## src/hw/rtl/mscld_pkg.sv

```systemverilog
// shared types and constants of the multi-servo current-limited drive
package mscld_pkg;

    localparam int unsigned NUM_SERVOS_DEF      = 5;
    localparam int unsigned SPEED_DIV_DEF       = 8;
    localparam logic [7:0]  DEFAULT_CURRENT_DEF = 8'd200;

    localparam logic [11:0] RST_PWM_FLOOR = 12'd1000;

    localparam logic [7:0]  ANGLE_MIN      = 8'd1;
    localparam logic [7:0]  ANGLE_MAX      = 8'd180;
    localparam logic [7:0]  CUR_FOLLOW_MAX = 8'd5;
    localparam logic [7:0]  CUR_SPEED_MIN  = 8'd10;
    localparam logic [3:0]  HOLD_BACKOFF   = 4'd10;
    localparam logic [4:0]  DEG_SCALE      = 5'd25;
    localparam logic [3:0]  ANGLE_GAIN     = 4'd9;
    localparam logic [12:0] CMP_MAX        = 13'd8191;
    localparam logic [7:0]  ANGLE_SAT      = 8'd255;

    // divide by nine: ceil(2^16 / 9), exact for dividends below 6376
    localparam logic [12:0] DIV9_RECIP = 13'd7282;
    localparam int unsigned DIV9_SH    = 16;
    // divide by one hundred: ceil(2^27 / 100), exact for 20-bit dividends
    localparam logic [20:0] DIV100_RECIP = 21'd1342178;
    localparam int unsigned DIV100_SH    = 27;

    typedef enum logic [2:0] {
        OP_TICK      = 3'd0,
        OP_SET_MODE  = 3'd1,
        OP_SET_ANGLE = 3'd2,
        OP_SET_LIMIT = 3'd3,
        OP_SET_SPEED = 3'd4
    } t_op;

    typedef enum logic [1:0] {
        MODE_FOLLOW = 2'd0,
        MODE_ANGLE  = 2'd1,
        MODE_HOLD   = 2'd2
    } t_mode;

    localparam logic [7:0] MODE_VALUE_MAX = 8'd2;

    typedef struct packed {
        logic [2:0] opcode;
        logic [2:0] servo_index;
        logic [7:0] set_value;
        logic [7:0] measured_angle;
        logic [7:0] measured_current;
    } t_in_beat;

    typedef struct packed {
        logic [2:0]  servo_echo;
        logic [12:0] drive_compare;
        logic [7:0]  reported_angle;
        logic [7:0]  reported_speed;
    } t_out_beat;

endpackage

```

## src/hw/rtl/mscld_ram.sv

```systemverilog
// generic single-port-write ram with registered read
module mscld_ram #(
    parameter int unsigned WIDTH = 8,
    parameter int unsigned DEPTH = 4
) (
    input  logic                                         i_clk,
    input  logic                                         i_we,
    input  logic [((DEPTH > 1) ? $clog2(DEPTH) : 1)-1:0] i_waddr,
    input  logic [WIDTH-1:0]                             i_wdata,
    input  logic [((DEPTH > 1) ? $clog2(DEPTH) : 1)-1:0] i_raddr,
    output logic [WIDTH-1:0]                             o_rdata
);

    logic [WIDTH-1:0] r_mem [DEPTH];
    logic [WIDTH-1:0] r_rdata;

    always_ff @(posedge i_clk) begin
        if (i_we) begin
            r_mem[i_waddr] <= i_wdata;
        end
        r_rdata <= r_mem[i_raddr];
    end

    assign o_rdata = r_rdata;

endmodule

```

## src/hw/rtl/multi_servo_current_limited_drive.sv

```systemverilog
// top level of the multi-servo current-limited drive regulator
// each accepted beat steps through states read, mul1, level, calc, mul2, ang and done
// one item in flight at a time, held by the per-item sequencer that
//   reads the servo state ram, runs the multiply stages and writes back
// the next beat is taken while a finished result still waits at the output
// reset: synchronous active low; ram entries read as reset values until first written
module multi_servo_current_limited_drive #(
    parameter int unsigned NUM_SERVOS      = mscld_pkg::NUM_SERVOS_DEF,
    parameter int unsigned SPEED_DIV       = mscld_pkg::SPEED_DIV_DEF,
    parameter logic [7:0]  DEFAULT_CURRENT = mscld_pkg::DEFAULT_CURRENT_DEF
) (
    input  logic                 i_clk,
    input  logic                 i_rst_n,
    input  logic                 i_in_valid,
    output logic                 o_in_stall,
    input  mscld_pkg::t_in_beat  i_in_beat,
    output logic                 o_out_valid,
    input  logic                 i_out_stall,
    output mscld_pkg::t_out_beat o_out_beat,
    input  logic                 i_cfg_valid,
    output logic                 o_cfg_ready,
    input  logic [11:0]          i_cfg_data
);

    localparam int unsigned ADDR_W    = (NUM_SERVOS > 1) ? $clog2(NUM_SERVOS) : 1;
    localparam int unsigned DIV_SH    = 19;
    localparam logic [19:0] DIV_RECIP = 20'((2**DIV_SH + SPEED_DIV - 1) / SPEED_DIV);
    localparam logic [15:0] RST_LEVEL =
        16'(32'(mscld_pkg::RST_PWM_FLOOR) * SPEED_DIV);

    typedef struct packed {
        logic [15:0] level;
        logic [7:0]  target;
        logic [7:0]  limit;
        logic [7:0]  speed;
        logic        last_zero;
    } t_entry;

    localparam int unsigned ENTRY_W = $bits(t_entry);
    localparam t_entry RST_ENTRY = '{
        level:     RST_LEVEL,
        target:    8'd0,
        limit:     DEFAULT_CURRENT,
        speed:     8'd1,
        last_zero: 1'b1
    };

    typedef enum logic [7:0] {
        ST_IDLE  = 8'b0000_0001,
        ST_READ  = 8'b0000_0010,
        ST_MUL1  = 8'b0000_0100,
        ST_LEVEL = 8'b0000_1000,
        ST_CALC  = 8'b0001_0000,
        ST_MUL2  = 8'b0010_0000,
        ST_ANG   = 8'b0100_0000,
        ST_DONE  = 8'b1000_0000
    } t_state;

    t_state               r_state, n_state;
    mscld_pkg::t_in_beat  r_in;
    logic                 r_ok;
    t_entry               r_ent, n_ent;
    mscld_pkg::t_mode     r_mode;
    logic [9:0]           r_q;
    logic [15:0]          r_old_c;
    logic [15:0]          r_tgt;
    logic [15:0]          r_minl;
    logic [15:0]          r_lvl;
    logic                 r_save;
    logic [15:0]          r_cmp;
    logic [15:0]          r_c_saved;
    logic [7:0]           r_angle;
    logic [11:0]          r_pwm_floor;
    mscld_pkg::t_mode     r_servo_mode [NUM_SERVOS];
    mscld_pkg::t_mode     r_latched;
    logic [NUM_SERVOS-1:0] r_valid;
    logic                 r_out_valid;
    mscld_pkg::t_out_beat r_out;

    logic                 in_acc;
    logic                 out_free;
    logic                 in_ok;
    logic [ADDR_W+2:0]    in_idx_w, r_idx_w;
    logic [ADDR_W-1:0]    in_addr, r_addr;
    logic [ENTRY_W-1:0]   ram_rdata;
    logic                 ram_we;
    t_entry               rd_ent;

    logic [7:0]           deg;
    logic [12:0]          x25;
    logic [25:0]          prod9;
    logic [35:0]          prod_old, prod_new;
    logic [15:0]          c_new;
    logic [12:0]          tgt_sum;
    logic                 over;
    logic signed [17:0]   s_lvl, s_tgt, s_min, s_spd, s_up, s_dn, s_res;
    logic [15:0]          n_lvl;
    logic                 n_save;
    logic [7:0]           ang_clamp;
    logic [15:0]          ang_diff;
    logic [19:0]          ang_x9;
    logic [40:0]          ang_prod;
    logic [13:0]          ang_q;

    // handshakes
    assign in_acc      = i_in_valid && (r_state == ST_IDLE);
    assign o_in_stall  = (r_state != ST_IDLE);
    assign out_free    = !r_out_valid || !i_out_stall;
    assign o_out_valid = r_out_valid;
    assign o_out_beat  = r_out;
    assign o_cfg_ready = 1'b1;

    // servo addressing
    assign in_ok    = {2'b00, i_in_beat.servo_index} < 5'(NUM_SERVOS);
    assign in_idx_w = {ADDR_W'(0), i_in_beat.servo_index};
    assign in_addr  = in_idx_w[ADDR_W-1:0];
    assign r_idx_w  = {ADDR_W'(0), r_in.servo_index};
    assign r_addr   = r_idx_w[ADDR_W-1:0];

    assign ram_we = (r_state == ST_CALC) && r_ok;

    mscld_ram #(
        .WIDTH (ENTRY_W),
        .DEPTH (NUM_SERVOS)
    ) u_state_ram (
        .i_clk   (i_clk),
        .i_we    (ram_we),
        .i_waddr (r_addr),
        .i_wdata (n_ent),
        .i_raddr (in_addr),
        .o_rdata (ram_rdata)
    );

    assign rd_ent = r_valid[r_addr] ? t_entry'(ram_rdata) : RST_ENTRY;

    // level of angle, first half
    assign deg   = ((r_mode == mscld_pkg::MODE_ANGLE) || (r_mode == mscld_pkg::MODE_HOLD))
                   ? r_ent.target : r_in.measured_angle;
    assign x25   = 13'(deg) * 13'(mscld_pkg::DEG_SCALE);
    assign prod9 = 26'(x25) * 26'(mscld_pkg::DIV9_RECIP);

    assign prod_old = 36'(r_ent.level) * 36'(DIV_RECIP);
    assign prod_new = 36'(r_lvl) * 36'(DIV_RECIP);
    assign c_new    = prod_new[DIV_SH +: 16];

    assign tgt_sum = 13'(r_pwm_floor) + {1'b0, r_q, 2'b00};

    // ramp
    assign over  = r_in.measured_current >= r_ent.limit;
    assign s_lvl = $signed({2'b00, r_ent.level});
    assign s_tgt = $signed({2'b00, r_tgt});
    assign s_min = $signed({2'b00, r_minl});
    assign s_spd = $signed({10'd0, r_ent.speed});

    always_comb begin
        s_up  = s_lvl + s_spd;
        s_dn  = s_lvl - s_spd;
        s_res = s_lvl;
        case (r_mode)
            mscld_pkg::MODE_ANGLE: begin
                if (over) begin
                    s_res = '0;
                end else if (s_lvl < s_tgt) begin
                    s_res = (s_up > s_tgt) ? s_tgt : s_up;
                end else if (s_lvl > s_tgt) begin
                    s_res = (s_dn < s_tgt) ? s_tgt : s_dn;
                end
            end
            mscld_pkg::MODE_HOLD: begin
                if (!over) begin
                    s_up  = s_lvl + 18'sd1;
                    s_res = (s_up > s_tgt) ? s_tgt : s_up;
                end else begin
                    s_dn  = s_lvl - $signed({14'd0, mscld_pkg::HOLD_BACKOFF});
                    s_res = (s_dn < s_min) ? s_min : s_dn;
                end
            end
            default: begin
                if (r_ent.last_zero && (r_in.measured_current < mscld_pkg::CUR_FOLLOW_MAX)) begin
                    s_res = s_tgt;
                end else begin
                    s_res = '0;
                end
            end
        endcase
    end

    assign n_lvl  = s_res[15:0];
    assign n_save = n_lvl >= r_minl;

    assign ang_clamp = (r_in.set_value < mscld_pkg::ANGLE_MIN) ? mscld_pkg::ANGLE_MIN :
                       (r_in.set_value > mscld_pkg::ANGLE_MAX) ? mscld_pkg::ANGLE_MAX :
                       r_in.set_value;

    always_comb begin
        n_ent = r_ent;
        case (r_in.opcode)
            mscld_pkg::OP_TICK: begin
                n_ent.last_zero = (n_lvl == 16'd0);
                if (n_save) begin
                    n_ent.level = n_lvl;
                end
            end
            mscld_pkg::OP_SET_ANGLE: n_ent.target = ang_clamp;
            mscld_pkg::OP_SET_LIMIT: n_ent.limit  = r_in.set_value;
            mscld_pkg::OP_SET_SPEED: n_ent.speed  = r_in.set_value;
            default: n_ent = r_ent;
        endcase
    end

    // angle of saved level
    assign ang_diff = r_c_saved - 16'(r_pwm_floor);
    assign ang_x9   = 20'(ang_diff) * 20'(mscld_pkg::ANGLE_GAIN);
    assign ang_prod = 41'(ang_x9) * 41'(mscld_pkg::DIV100_RECIP);
    assign ang_q    = ang_prod[mscld_pkg::DIV100_SH +: 14];

    always_comb begin
        n_state = r_state;
        case (r_state)
            ST_IDLE:  if (in_acc) begin
                n_state = ST_READ;
            end
            ST_READ:  n_state = ST_MUL1;
            ST_MUL1:  n_state = ST_LEVEL;
            ST_LEVEL: n_state = ST_CALC;
            ST_CALC:  n_state = ST_MUL2;
            ST_MUL2:  n_state = ST_ANG;
            ST_ANG:   n_state = ST_DONE;
            ST_DONE:  if (out_free) begin
                n_state = ST_IDLE;
            end
            default:  n_state = ST_IDLE;
        endcase
    end

    // control state
    always_ff @(posedge i_clk) begin
        if (!i_rst_n) begin
            r_state     <= ST_IDLE;
            r_valid     <= '0;
            r_latched   <= mscld_pkg::MODE_FOLLOW;
            r_pwm_floor <= mscld_pkg::RST_PWM_FLOOR;
            r_out_valid <= 1'b0;
            for (int i = 0; i < NUM_SERVOS; i++) begin
                r_servo_mode[i] <= mscld_pkg::MODE_FOLLOW;
            end
        end else begin
            r_state <= n_state;
            if (i_cfg_valid) begin
                r_pwm_floor <= i_cfg_data;
            end
            if (ram_we) begin
                r_valid[r_addr] <= 1'b1;
            end
            if (r_state == ST_CALC) begin
                if ((r_in.opcode == mscld_pkg::OP_SET_MODE)
                        && (r_in.set_value <= mscld_pkg::MODE_VALUE_MAX)) begin
                    if (r_latched != mscld_pkg::MODE_FOLLOW) begin
                        for (int i = 0; i < NUM_SERVOS; i++) begin
                            r_servo_mode[i] <= mscld_pkg::t_mode'(r_in.set_value[1:0]);
                        end
                    end
                    r_latched <= mscld_pkg::t_mode'(r_in.set_value[1:0]);
                end else if (r_ok && ((r_in.opcode == mscld_pkg::OP_SET_ANGLE)
                        || (r_in.opcode == mscld_pkg::OP_SET_LIMIT)
                        || (r_in.opcode == mscld_pkg::OP_SET_SPEED))) begin
                    r_servo_mode[r_addr] <= r_latched;
                end
            end
            if ((r_state == ST_DONE) && out_free) begin
                r_out_valid <= 1'b1;
            end else if (!i_out_stall) begin
                r_out_valid <= 1'b0;
            end
        end
    end

    // datapath
    always_ff @(posedge i_clk) begin
        if (in_acc) begin
            r_in <= i_in_beat;
            r_ok <= in_ok;
        end
        if (r_state == ST_READ) begin
            r_ent  <= rd_ent;
            r_mode <= r_servo_mode[r_addr];
        end
        if (r_state == ST_MUL1) begin
            r_q     <= prod9[mscld_pkg::DIV9_SH +: 10];
            r_old_c <= prod_old[DIV_SH +: 16];
        end
        if (r_state == ST_LEVEL) begin
            r_tgt  <= 16'(17'(tgt_sum) * 17'(SPEED_DIV));
            r_minl <= 16'(16'(r_pwm_floor) * 16'(SPEED_DIV));
        end
        if (r_state == ST_CALC) begin
            r_ent  <= n_ent;
            r_lvl  <= n_lvl;
            r_save <= n_save;
        end
        if (r_state == ST_MUL2) begin
            if (r_in.opcode == mscld_pkg::OP_TICK) begin
                r_cmp     <= c_new;
                r_c_saved <= r_save ? c_new : r_old_c;
            end else begin
                r_cmp     <= r_old_c;
                r_c_saved <= r_old_c;
            end
        end
        if (r_state == ST_ANG) begin
            if (r_c_saved < 16'(r_pwm_floor)) begin
                r_angle <= 8'd0;
            end else if (ang_q > 14'(mscld_pkg::ANGLE_SAT)) begin
                r_angle <= mscld_pkg::ANGLE_SAT;
            end else begin
                r_angle <= ang_q[7:0];
            end
        end
        if ((r_state == ST_DONE) && out_free) begin
            r_out.servo_echo <= r_in.servo_index;
            if (r_ok) begin
                r_out.drive_compare  <= (r_cmp > 16'(mscld_pkg::CMP_MAX))
                                        ? mscld_pkg::CMP_MAX : r_cmp[12:0];
                r_out.reported_angle <= r_angle;
                r_out.reported_speed <=
                    ((r_in.measured_current > mscld_pkg::CUR_SPEED_MIN)
                     && (r_in.measured_current < r_ent.limit)) ? r_ent.speed : 8'd0;
            end else begin
                r_out.drive_compare  <= '0;
                r_out.reported_angle <= '0;
                r_out.reported_speed <= '0;
            end
        end
    end

endmodule

```

## config.mk

```make
export PLATFORM = sky130hd
export DESIGN_NAME = multi_servo_current_limited_drive
export DESIGN_NICKNAME = d
export VERILOG_FILES = /design/src/hw/rtl/mscld_pkg.sv /design/src/hw/rtl/mscld_ram.sv /design/src/hw/rtl/multi_servo_current_limited_drive.sv
export SDC_FILE = /design/constraint.sdc
export NUM_CORES = 1
export LEC_CHECK = 0
export ABC_AREA = 1
export BUFFER_PORTS_ARGS = -buffer_cell sky130_fd_sc_hd__buf_2
export CELL_PAD_IN_SITES_DETAIL_PLACEMENT = 1
export CELL_PAD_IN_SITES_GLOBAL_PLACEMENT = 1
export CORE_MARGIN = 2
export CORE_UTILIZATION = 46
export DETAILED_ROUTE_END_ITERATION = 16
export PLACE_DENSITY = 0.8
export SETUP_SLACK_MARGIN = 0.2
export SLEW_MARGIN = 30
export SYNTH_ARGS = -nofsm -noshare
export SYNTH_HDL_FRONTEND = slang
export SYNTH_HIERARCHICAL = 1
export SYNTH_SLANG_ARGS = --single-unit
```

## constraint.sdc

```tcl
create_clock -name i_clk -period 9 [get_ports i_clk]
set_clock_uncertainty 0.05 [all_clocks]
set_input_delay 1.35 -clock i_clk [delete_from_list [all_inputs] [get_ports i_clk]]
set_output_delay 1.35 -clock i_clk [all_outputs]
set_load 0.005 [all_outputs]
```

# Yosys cells after proc, flatten, opt, wreduce, memory -nomap -nowiden

Memory sizes are Yosys's and may differ from the RTL's. A register that Yosys moved wholly into a read port is not among the register bits.
Cells that the tools add are included.
W data, S select, Z words.

Bitwise gates (word level): 6
Multipliers: 4
Eq/ne operators: 18
$lt $le $gt $ge: 20
Add/sub/neg operators: 6
Reductions and logical operators: 22
Mux-type cells: 57

Operators by type and width:

| operator                 | count |
|---|---|
| $mux W16                 | 11 |
| $mux W41                 | 3 |
| $mux W8                  | 9 |
| $pmux W8 S8              | 1 |
| $mux W13                 | 4 |
| $mul A20 B20 Y40 const B | 1 |
| $gt A17 B16 Y1           | 2 |
| $pmux W16 S2             | 1 |
| $mul A13 B12 Y25 const B | 1 |
| $mul A16 B4 Y20 const B  | 1 |
| $mux W1                  | 19 |
| $add A16 B1 Y17 const B  | 1 |
| $add A16 B8 Y17          | 1 |
| $lt A17 B16 Y1           | 1 |
| $lt A17 B17 Y1           | 1 |
| $sub A16 B4 Y17 const B  | 1 |
| $sub A16 B8 Y17          | 1 |
| $ge A16 B15 Y1           | 1 |
| $gt A16 B16 Y1           | 1 |
| $logic_not A16 Y1        | 1 |
| $lt A16 B12 Y1           | 1 |
| $lt A16 B16 Y1           | 1 |
| $sub A16 B12 Y16         | 1 |
| $gt A14 B8 Y1 const B    | 1 |
| other kinds (42)         | 67 |

Input bits: 47
Bits in writable memories: 215
Output and inout bits: 35
Memories: 2
Flip-flop bits (word level): 234

Memory list:

| memory            | depth | width | rd ports | clocked after Yosys merged registers in | write ports | line                                    | source |
|---|---|---|---|---|---|---|---|
| u_state_ram.r_mem | 5     | 41    | 1        | 1                                       | 1           | mscld_ram.sv:14                         | `logic [WIDTH-1:0] r_mem [DEPTH];` |
| r_servo_mode      | 5     | 2     | 1        | 1                                       | 5           | multi_servo_current_limited_drive.sv:74 | `mscld_pkg::t_mode r_servo_mode [NUM_SERVOS];` |

# Depth between registers and ports, before layout

Word-level depth: 11
Mapped depth: 56
Mapped depth without buffers: 56

# By module

The synthesis kept the hierarchy.

By module, submodules not included:

| module                            | cells an instance | sequential area each (um^2) | area an instance (um^2) | instances |
|---|---|---|---|---|
| multi_servo_current_limited_drive | 3,199             | 7,046.8                     | 27,497.6                | 1 |
| mscld_ram                         | 869               | 6,976.7                     | 9,681.8                 | 1 |

# Worst setup path before layout

No wires, ideal clock.

Path kind: register to register
From: register r_pwm_floor[2]
To: register r_angle[6] (data pin)
Path slack: -0.921 ns
Clock period less this slack: 9.921 ns
Required time: 8.695 ns
Setup time: 0.255 ns
Cell stages (with the launch flop): 53
Path buffers: 0
Data arrival time: 9.616 ns
Path through: dfxtp_1 inv_1 ha_1 inv_2 nor4_1 nor2_1 o21ai_1 a21oi_1 inv_1 a21oi_1 o21ai_0 a21oi_1 o21bai_1 xor2_1 inv_1 ha_1 ha_1 nand2_1 (+17 left out) fa_1 fa_1 fa_1 ha_1 ha_1 nand2_1 nor4_1 o21ai_0 nand3_1 a21oi_1 o21ai_0 a21oi_1 xor2_1 o21ai_0 nor2_1 nand2_1 o21ai_0 inv_1

Longest elaborated chain between the ends: 5
Elaborated cells on any way between the ends: 6
Classes of those cells: add/sub (1); mul (2); order compare (2); mux (1)

RTL lines:

| element                  | line                                     | source |
|---|---|---|
| start: declaration       | multi_servo_current_limited_drive.sv:73  | `logic [11:0] r_pwm_floor;` |
| start signal: assignment | multi_servo_current_limited_drive.sv:242 | `r_pwm_floor <= mscld_pkg::RST_PWM_FLOOR;` |
| start signal: assignment | multi_servo_current_limited_drive.sv:250 | `r_pwm_floor <= i_cfg_data;` |
| $sub A16 B12 Y16         | multi_servo_current_limited_drive.sv:212 | `assign ang_diff = r_c_saved - 16'(r_pwm_floor);` |
| $mul A16 B4 Y20          | multi_servo_current_limited_drive.sv:213 | `assign ang_x9 = 20'(ang_diff) * 20'(mscld_pkg::ANGLE_GAIN);` |
| $mul A20 B20 Y40         | multi_servo_current_limited_drive.sv:214 | `assign ang_prod = 41'(ang_x9) * 41'(mscld_pkg::DIV100_RECIP);` |
| $gt A14 B8 Y1            | multi_servo_current_limited_drive.sv:313 | `end else if (ang_q > 14'(mscld_pkg::ANGLE_SAT)) begin` |
| $mux W8                  | multi_servo_current_limited_drive.sv:313 |  |
| end signal: assignment   | multi_servo_current_limited_drive.sv:314 | `r_angle <= mscld_pkg::ANGLE_SAT;` |
| end signal: assignment   | multi_servo_current_limited_drive.sv:316 | `r_angle <= ang_q[7:0];` |
| end: declaration         | multi_servo_current_limited_drive.sv:72  | `logic [7:0] r_angle;` |

Several ways; a longest one is shown, not always the timed one.
A chain may end at the register's enable or synchronous reset.

# Worst setup path in the final report

From: register r_c_saved[0]
To: register r_angle[6] (data pin)

Longest elaborated chain between the ends: 5
Elaborated cells on any way between the ends: 6
Classes of those cells: add/sub (1); mul (2); order compare (2); mux (1)

RTL lines:

| element                  | line                                     | source |
|---|---|---|
| start: declaration       | multi_servo_current_limited_drive.sv:71  | `logic [15:0] r_c_saved;` |
| start signal: assignment | multi_servo_current_limited_drive.sv:304 | `r_c_saved <= r_save ? c_new : r_old_c;` |
| start signal: assignment | multi_servo_current_limited_drive.sv:307 | `r_c_saved <= r_old_c;` |
| $sub A16 B12 Y16         | multi_servo_current_limited_drive.sv:212 |  |
| $mul A16 B4 Y20          | multi_servo_current_limited_drive.sv:213 |  |
| $mul A20 B20 Y40         | multi_servo_current_limited_drive.sv:214 |  |
| $gt A14 B8 Y1            | multi_servo_current_limited_drive.sv:313 |  |
| $mux W8                  | multi_servo_current_limited_drive.sv:313 |  |

Several ways; a longest one is shown, not always the timed one.

==> key figures <==
Outcome
  • Status: finished, violations left
  • Failing checks: setup timing

Synthesis
  • Dominant cell type by area after synthesis: edfxtp_1
  • Ys Warns: 6
  • Top-count cell post-synth: nand2_1
  • Synth top area share: about a third
  • Synth Instances: ~4100
  • Post-synth EDFFs: between 400 and 500
  • Sequential area share after synthesis: a little under two fifths
  • #FFs+latches synth: slightly below 500
  • Cell Area, Synth: between 0.03 and 0.04 mm^2
  • Top area cells in the synthesized netlist: edfxtp_1 (34%), ha_1 (16%), fa_1 (9.7%)
  • Syn_area_per_cell: approximately 9.1 um^2
  • Commonest cells post-synth: nand2_1 (887), inv_1 (817), ha_1 (464), edfxtp_1 (421), nand3_1 (252)
  • Synth async-reset ratio: 0%
  • Top FF cell, synth: edfxtp_1
  • Syn Nets: between 4000 and 5000
  • Distinct cells, synth: 67

Routing
  • DRC viols: 0
  • Number of vias in the routed layout: approximately 31000
  • Avg Vias per Cell: around 5.6
  • Routed length per instance: approximately 23 um
  • Routed Antenna Nets: 0
  • Drt pass-1 iters: 5
  • Final wirelength: about 130 mm
  • Iter 0 DRT Violations: between 2000 and 2500

Floorplan
  • Core area: about 0.08 mm^2
  • Chip width: 288.3 um
  • Num ports: slightly above 80
  • Rows: about 100
  • Vert. Die Dim: slightly below 300 um
  • Starting density of the core: a little under half
  • Die area: 0.08311 mm^2

Critical path
  • CP Launch Type: register
  • Crit-path slowest cell: fa_1
  • CP arrival: between 10 and 15 ns
  • CP peak stage delay: 0.53 ns
  • Worst endpoint required time: ~9.3 ns
  • Critical path class: register to register
  • Crit path max fanout: 5
  • R2R depth: 47
  • Worst setup EP type: register
  • CP dominant cell by count: nand2_1

Placed design
  • Placed cell areas: slightly above 0.04 mm^2
  • Placed cell count: 5361
  • Placer Congestion: 0.9758
  • Port Buffers: 80
  • Dpl hpwl: slightly above 90 mm

Timing
  • Setup_tns: -8.706 ns
  • Final period util: 112.7%
  • Max transition margin: 35.84%
  • Hold Vio Cnt, Final: 0
  • Final number of setup-violating endpoints: 8
  • Slew Viols, Final: 0
  • Worst Slack Setup Final: -1.144 ns
  • Final min period: 10.14 ns
  • Fmax: a little under 100 MHz
  • Actual slew at the worst max-slew pin: approximately 0.96 ns
  • RSZ-0062 raised after global routing: true

Clock network
  • Worst-Skew Late Latency: 0.62 ns
  • Sink Count: 490
  • Worst-path clk slew: 0.06 ns
  • CTS Buf Count: 50
  • CTS HTree Levels: 2
  • CTS tree: built
  • Clock Root Buffer: clkbuf_16
  • CTS Buffer Depth: 3
  • Hold_buf cts: 0

Final layout
  • Layout Nets: approximately 5100
  • Final instance area: between 0.04 and 0.05 mm^2
  • Reg area: between 0.01 and 0.015 mm^2
  • Area delta synth->final: 16.39%
  • Area of the multi-input gates: slightly above 0.02 mm^2
  • Post-Layout Cell Count: about 5500
  • Layout cells sized above 1: between 15 and 20%
  • Fillers: 9164

GRT
  • Initial antenna violation count: 3
  • Total GRT Usage: roughly 30%
  • First-pass GRT wire length: ~190 mm
  • Total grt overflow: 0
  • Largest net degree at the start of global routing: 83
  • Vias in the first global route: ~33000

Min path
  • Worst hold-check path type: register to register
  • Cells on Worst Hold Path: 2

Job
  • Maxcap violations: 0
==> cell families after synthesis <==
logic type	Yosys count	share of synthesized area, %
AND/OR/NAND/NOR	1469	17.19
buffers and inverters	923	10.13
adder cells (fa/ha/maj)	645	25.36
flip-flops	490	37.72
AO/OA/AOI/OAI	404	6.283
XOR/XNOR	123	2.918
multiplexers	13	0.3937
other	1	0.01009
==> worst max-delay path: cells and delay by family, from the launching register on <==
kind,cells,cell delay (ns)
XOR/XNOR,3,0.70
adder cells (fa/ha/maj),11,4.34
buffers and inverters,5,0.44
flip-flops,1,0.32
AO/OA/AOI/OAI,15,2.49
AND/OR/NAND/NOR,13,1.56
==> through the flow <==
step,hold slack (ns),worst slack [ns],utilization (%)
2_1_floorplan,0.3652,-0.1507,-
3_3_place_gp,0.3708,-0.4346,50.38
3_5_place_dp,0.3860,-1.025,50.43
4_1_cts,0.3985,-0.7109,53.14
5_1_grt,0.4170,-1.510,53.89
6_report,0.3960,-1.144,53.90
==> metal layers <==
layer | track usage [%] | wire [um] | vias up
li1 | - | - | 13820
met1 | 35.05 | 48520 | 15250
met2 | 52.79 | 63780 | 1096
met3 | 4.013 | 7513 | 408
met4 | 14.82 | 7667 | 0
met5 | 0 | 0 | -
==> cell usage in the layout (no fill, tap or decap), types with 88 or more instances in the layout <==
master / netlist / final
a21oi_1: 161 / 131
edfxtp_1: 421 / 421
fa_1: 181 / 173
nand2_1: 887 / 877
buf_4: 21 / 270
nand3_1: 252 / 246
nor2_1: 158 / 143
ha_1: 464 / 429
o21ai_0: 134 / 115
xor2_1: 94 / 88
inv_1: 817 / 800
==> path summary, 6_finish.rpt <==
kind	start	endpoint	slack (ns)
setup / recovery	r_c_saved[0]	r_angle[6]	-1.14
hold / removal	u_state_ram/r_mem[4][17]	u_state_ram/o_rdata[17]	0.40
setup reg to reg	r_c_saved[0]	r_angle[6]	-1.14
hold reg to reg	u_state_ram/r_mem[4][17]	u_state_ram/o_rdata[17]	0.40
==> area by class of cell <==
class / count / area share [%]
inverter: 834 / 7.246
tap: 1060 / 3.065
multi-input combinational: 2655 / 47.23
clock inverter: 28 / 0.9195
sequential: 490 / 32.41
antenna: 1 / 0.005783
clock buffer: 66 / 3.244
timing repair buffer: 357 / 5.887
==> sequential cells by signal, summed over array words and instances (netlist names), 13 cells and up <==
signal and flops:
r_lvl 13, r_in 27, r_servo_mode 16, r_old_c 13, r_c_saved 13, u_state_ram/r_mem 205
u_state_ram/o_rdata 41, r_cmp 13, r_ent 41, o_out_beat 32
==> timing repair <==
item | 4_1_cts | 5_1_grt
pin swaps | 38 | 46
setup buffers | 21 | 13
endpoints found under the setup margin | 12 | 14
gates resized for setup | 43 | 97
Power is left out: the tool's default activity adds up to more than one toggle a clock period on the data nets, which glitch-free logic cannot reach.
